`src/hw/rtl/trk_pkg.sv`:
```
// Shared types, constants and the arctangent table of the range/bearing tracker.
// Used by trk_ctrl, trk_dp and position_to_range_bearing_tracker; no dependencies.

package trk_pkg;

	localparam int ANGLE_BITS   = 16;
	localparam int ANGLE_SHIFT  = 32 - ANGLE_BITS;
	localparam int CORDIC_STEPS = 16;
	localparam int CW           = 44;

	localparam logic [5:0] MUL_LAST   = 6'd6;
	localparam logic [5:0] DIV_LAST   = 6'd52;
	localparam logic [5:0] SQRT_STEPS = 6'd32;
	localparam logic [5:0] ROT_LAST   = 6'(CORDIC_STEPS - 1);

	localparam logic [63:0] DT_MIN    = 64'd1000;
	localparam logic [63:0] DT_MAX    = 64'd1000000;
	localparam logic signed [32:0] US_PER_S = 33'sd1000000;

	localparam logic [1:0] CFG_ENABLE = 2'd0;
	localparam logic [1:0] CFG_TARGET = 2'd1;

	localparam int IN_W  = 160;
	localparam int OUT_W = 344;

	typedef enum logic [6:0] {
		ST_IDLE = 7'b0000001,
		ST_MUL  = 7'b0000010,
		ST_DIV  = 7'b0000100,
		ST_INIT = 7'b0001000,
		ST_NORM = 7'b0010000,
		ST_ROT  = 7'b0100000,
		ST_FIN  = 7'b1000000
	} state_t;

	typedef struct packed {
		logic       load;
		logic       mul;
		logic       div;
		logic       init;
		logic       norm;
		logic       rot;
		logic       emit;
		logic [5:0] idx;
	} cmd_t;

	typedef struct packed {
		logic enabled;
		logic norm_done;
		logic out_busy;
	} sts_t;

	// atan(2^-i) in units of pi/2^31 radian
	function automatic logic [31:0] atan_lut(input logic [4:0] i);
		logic [31:0] r;
		unique case (i)
			5'd0:  r = 32'h20000000;
			5'd1:  r = 32'h12E4051E;
			5'd2:  r = 32'h09FB385B;
			5'd3:  r = 32'h051111D4;
			5'd4:  r = 32'h028B0D43;
			5'd5:  r = 32'h0145D7E1;
			5'd6:  r = 32'h00A2F61E;
			5'd7:  r = 32'h00517C55;
			5'd8:  r = 32'h0028BE53;
			5'd9:  r = 32'h00145F2F;
			5'd10: r = 32'h000A2F98;
			5'd11: r = 32'h000517CC;
			5'd12: r = 32'h00028BE6;
			5'd13: r = 32'h000145F3;
			5'd14: r = 32'h0000A2FA;
			5'd15: r = 32'h0000517D;
			5'd16: r = 32'h000028BE;
			5'd17: r = 32'h0000145F;
			5'd18: r = 32'h00000A30;
			5'd19: r = 32'h00000518;
			5'd20: r = 32'h0000028C;
			5'd21: r = 32'h00000146;
			5'd22: r = 32'h000000A3;
			5'd23: r = 32'h00000051;
			default: r = 32'h0;
		endcase
		return r;
	endfunction

	// shift that brings the larger magnitude towards [2^40, 2^41)
	function automatic logic [3:0] norm_shift(input logic [CW-1:0] m);
		logic [3:0] s;
		priority if (m < (44'd1 << 32)) s = 4'd8;
		else if (m < (44'd1 << 36)) s = 4'd4;
		else if (m < (44'd1 << 38)) s = 4'd2;
		else if (m < (44'd1 << 40)) s = 4'd1;
		else s = 4'd0;
		return s;
	endfunction

	function automatic logic [CW-1:0] mag_max(input logic signed [CW-1:0] x,
			input logic signed [CW-1:0] y);
		logic [CW-1:0] ay;
		ay = y[CW-1] ? CW'(-y) : CW'(y);
		return (CW'(x) > ay) ? CW'(x) : ay;
	endfunction

endpackage

```
`src/hw/rtl/trk_ctrl.sv`:
```
// Sequencer of the tracker: steps the datapath through multiply, divide/root,
// angle setup, normalise, rotate and report. Depends on trk_pkg.

module trk_ctrl import trk_pkg::*; (
	input  logic clk,
	input  logic arst_n,
	input  logic in_valid,
	output logic in_ready,
	input  sts_t sts,
	output cmd_t cmd
);

	state_t     state_q, state_d;
	logic [5:0] cnt_q, cnt_d;
	logic       accept;

	assign in_ready = (state_q == ST_IDLE);
	assign accept   = in_valid && in_ready;

	always_comb begin
		state_d  = state_q;
		cnt_d    = cnt_q;
		cmd      = '0;
		cmd.idx  = cnt_q;
		unique case (state_q)
			ST_IDLE: begin
				if (accept && sts.enabled) begin
					cmd.load = 1'b1;
					state_d  = ST_MUL;
					cnt_d    = '0;
				end
			end
			ST_MUL: begin
				cmd.mul = 1'b1;
				cnt_d   = cnt_q + 6'd1;
				if (cnt_q == MUL_LAST) begin
					state_d = ST_DIV;
					cnt_d   = '0;
				end
			end
			ST_DIV: begin
				cmd.div = 1'b1;
				cnt_d   = cnt_q + 6'd1;
				if (cnt_q == DIV_LAST) begin
					state_d = ST_INIT;
					cnt_d   = '0;
				end
			end
			ST_INIT: begin
				cmd.init = 1'b1;
				state_d  = ST_NORM;
			end
			ST_NORM: begin
				if (sts.norm_done) begin
					state_d = ST_ROT;
					cnt_d   = '0;
				end else begin
					cmd.norm = 1'b1;
				end
			end
			ST_ROT: begin
				cmd.rot = 1'b1;
				cnt_d   = cnt_q + 6'd1;
				if (cnt_q == ROT_LAST) begin
					state_d = ST_FIN;
					cnt_d   = '0;
				end
			end
			ST_FIN: begin
				if (!sts.out_busy) begin
					cmd.emit = 1'b1;
					state_d  = ST_IDLE;
				end
			end
			default: state_d = ST_IDLE;
		endcase
	end

	always_ff @(posedge clk or negedge arst_n) begin
		if (!arst_n) begin
			state_q <= ST_IDLE;
			cnt_q   <= '0;
		end else begin
			state_q <= state_d;
			cnt_q   <= cnt_d;
		end
	end

	a_start: assert property (@(posedge clk) disable iff (!arst_n)
		accept && sts.enabled |=> state_q == ST_MUL)
		else $error("enabled transfer did not start work");
	a_rot_end: assert property (@(posedge clk) disable iff (!arst_n)
		state_q == ST_ROT && cnt_q == ROT_LAST |=> state_q == ST_FIN)
		else $error("rotation did not end at the last step");
	a_no_overwrite: assert property (@(posedge clk) disable iff (!arst_n)
		cmd.emit |-> !sts.out_busy)
		else $error("report emitted over a pending one");

endmodule

```
`config.mk`:
```
export PLATFORM = sky130hd
export DESIGN_NAME = trk_ctrl
export DESIGN_NICKNAME = d
export VERILOG_FILES = /design/src/hw/rtl/trk_pkg.sv /design/src/hw/rtl/trk_ctrl.sv
export SDC_FILE = /design/constraint.sdc
export NUM_CORES = 1
export LEC_CHECK = 0
export BUFFER_PORTS_ARGS = -buffer_cell sky130_fd_sc_hd__buf_2
export CORE_UTILIZATION = 30
export CTS_CLUSTER_DIAMETER = 80
export DETAILED_ROUTE_END_ITERATION = 12
export HOLD_SLACK_MARGIN = 0.08
export MAX_ROUTING_LAYER = met4
export PLACE_DENSITY_LB_ADDON = 0.08
export SYNTH_ARGS = -nofsm -noshare
export SYNTH_HDL_FRONTEND = slang
export SYNTH_SLANG_ARGS = --single-unit
```
`constraint.sdc`:
```
create_clock -name clk -period 2.1 [get_ports clk]
set_clock_uncertainty 0.05 [all_clocks]
set_input_delay 0.105 -clock clk [delete_from_list [all_inputs] [get_ports clk]]
set_output_delay 0.105 -clock clk [all_outputs]
set_load 0.01 [all_outputs]
```
==> results.md <==
* Buffers on Ports at 19
* Pre-antenna DRT Iters at 8
* Post-synth EDFFs at 0
* Most frequent cells in the layout: 19 x buf_2, 12 x dfrtp_1, 9 x buf_4
* Slew HR at 0.7018
* Sequential share of the synthesized area at 0.3570
* Synthesized cell area at 914.6 sq um
* Final worst slack at 123.9 ps
* P per Cell Area at 1123 nW/um^2
* Placement Cell Area at 1077 sq um
* Data required, critical path at 2270 ps
* Critical Path AT at 2150 ps
* Clock slew at reported path FFs at 80 ps
* Aggregate global-route resource usage at 0.1536
* CTS Buffer Depth at 2
* # H-tree levels at 1
* Largest net degree at the start of global routing at 14
* Failing checks: DRC
* Synth Register Bits at 13
* Final Hold Fails at 0
* Avg Inst Size Synth at 9.429 sq um
* Yosys warns at 0
* Critical path startpoint category: flip-flop
* Worst slack, placed at 54.20 ps
* Final instance count without filler cells at 159
* Core area at 2829 sq um
* Status: complete, but fails checks
* Residual DRC at 2
* Die height at 57.22 microns
* DRT Wirelength at 2227 microns
* Io pins at 20
* Final worst path period need at 1976 ps
* Vias at 854
* Nets at 138
* DR iter-0 viols at 31
* Max cap viols at 0
* Total power at 1.311 mW
* Asr flop ratio synth at 1.000
* Die width at 57.22 microns
* Final Max Slew Viols at 0
* DR WL/cell at 14.01 microns
* First-pass GRT wire length at 3636 microns
* Vias per std cell at 5.371
* Most common cell after layout, fill and taps aside: buf_2
* Synth Net Count at 106
* Hpwl dp at 1706 microns
* Area leader, netlist: dfrtp_1
* Synth top area cells: dfrtp_1 33%, ha_1 4.1%, nand2b_1 4.1%
* Hold WC Path Type: primary input to flip-flop
* Antenna viol nets, final at 0
* Layout cell share with drive strength beyond 1 at 0.3750
* Worst-Margin Slew at 444.7 ps
* Initial antenna violation count at 0
* FP Rows at 19
* Total grt overflow at 0
* Worst skew pair latency at 280 ps
* Highest clock rate at 506.1 MHz
* Layout area overhead at 27.63%
* CTS Buf Count at 3
* Vias in the first global route at 789
* Placed cell count at 151
* Initial Utilization at 0.3233
* Design Area, Final at 1167 sq um
* Worst path slowest cell: or4_4
* Worst Setup End Kind: flip-flop
* Root buffer cell: clkbuf_4
* Yosys cell types at 43
* TritonCTS clock tree: done
* Cell Chain, Critical Path: or4_4 -> a211oi_2 -> a21oi_4 -> a221oi_2 -> a211o_1
* Share of the synthesized area in the top cell type at 0.3283
* Setup TNS Final at 0 ps
* Dominant synthesized flop cell: dfrtp_1
* CP Max Fanout at 8
* CP peak stage delay at 630 ps
* Peak supply drop at 591.2 uV
* Fin crit share at 0.9410
* Leakage at 0.5833 nW
* CTS sink count at 13
* Unrepaired setup endpoints after global routing: no
* Cells after Synth at 97
* Critical path class: flip-flop to flip-flop
* Diode count at 0
* Final setup viols at 0
* Routability cong. at 0.8151
* Die area at 3274 sq um
[per-layer routing]
metal,share of wire,routed length [microns],global-route usage
met1,0.47,1043,0.1852
met4,0.016,35,0.06272
met2,0.49,1098,0.2588
met5,0,0,-
met3,0.022,50,0.02041
[worst max-delay path, delay by kind of cell (launching register included)]
kind / cells / cell delay, ps
AOI/OAI and AO/OA: 4 / 770
DFF: 1 / 470
and+or+nand+nor: 1 / 630
[flip-flops by register name, summed over array words and instances (netlist names)]
register,cells
cnt_q,6
state_q,7
[metrics by stage]
stage            util  hold WS [ps]
6_report       0.4126         122.6
5_1_grt        0.4126         150.2
4_1_cts        0.4007         128.5
3_5_place_dp   0.3808        -35.47
3_3_place_gp   0.3808        -32.03
2_1_floorplan       -        -240.6
[cells in the mapped netlist (all sizes together) (3+ instances only)]
cell type / count
a21oi: 4
nor2b: 4
inv: 4
nor3: 3
nor4b: 3
a211o: 3
nand4: 3
o21ai: 4
nor2: 7
buf: 3
a22o: 3
nand2: 7
nand3: 4
dfrtp: 12
ha: 3
nand2b: 6
[final cells by class]
class,instances,area (sq um)
inverter,4,15.01
timing repair buffer,31,192.7
sequential,13,326.6
clock buffer,4,26.28
tap,31,38.79
multi-input combinational,76,568.0
fill,310,1662
[final timing paths]
check,end,cells past startpoint,slack (ps),startpoint
worst max register to register,cnt_q[2]$_DFFE_PN0P_,5,120,state_q[4]$_DFFE_PN0P_
min in group asynchronous,cnt_q[5]$_DFFE_PN0P_,2,180,arst_n
worst min register to register,cnt_q[0]$_DFFE_PN0P_,1,550,cnt_q[0]$_DFFE_PN0P_
max in group asynchronous,state_q[0]$_DFFE_PN1P_,2,1540,arst_n
worst min-delay path,state_q[4]$_DFFE_PN0P_,3,120,sts[1]
worst max-delay path,cnt_q[2]$_DFFE_PN0P_,5,120,state_q[4]$_DFFE_PN0P_
[what timing repair did]
action	in CTS	in global routing
hold buffers	3	0
resized for setup	0	5
setup endpoints to repair	0	9
setup buffers	0	1
endpoints found under the hold margin	14	0
[report_power, final]
group          leakage [nW]  internal [mW]  switching, mW
registers             0.174          0.314         0.0850
logic                 0.394          0.335          0.420
clock network        0.0150         0.0737         0.0833
total                 0.583          0.723          0.588
[cell families (layout without fill, tap and decap cells)]
logic type,count (synthesis),after routing,synth area share
fa+ha+maj,3,3,0.04104
xor+xnor,2,2,0.01916
mux,1,1,0.01231
flops,13,13,0.3571
simple gates,47,47,0.3201
buf+inv,8,39,0.05060
compound gates,23,23,0.1997
No activity file was read; power rests on OpenSTA's default activity.
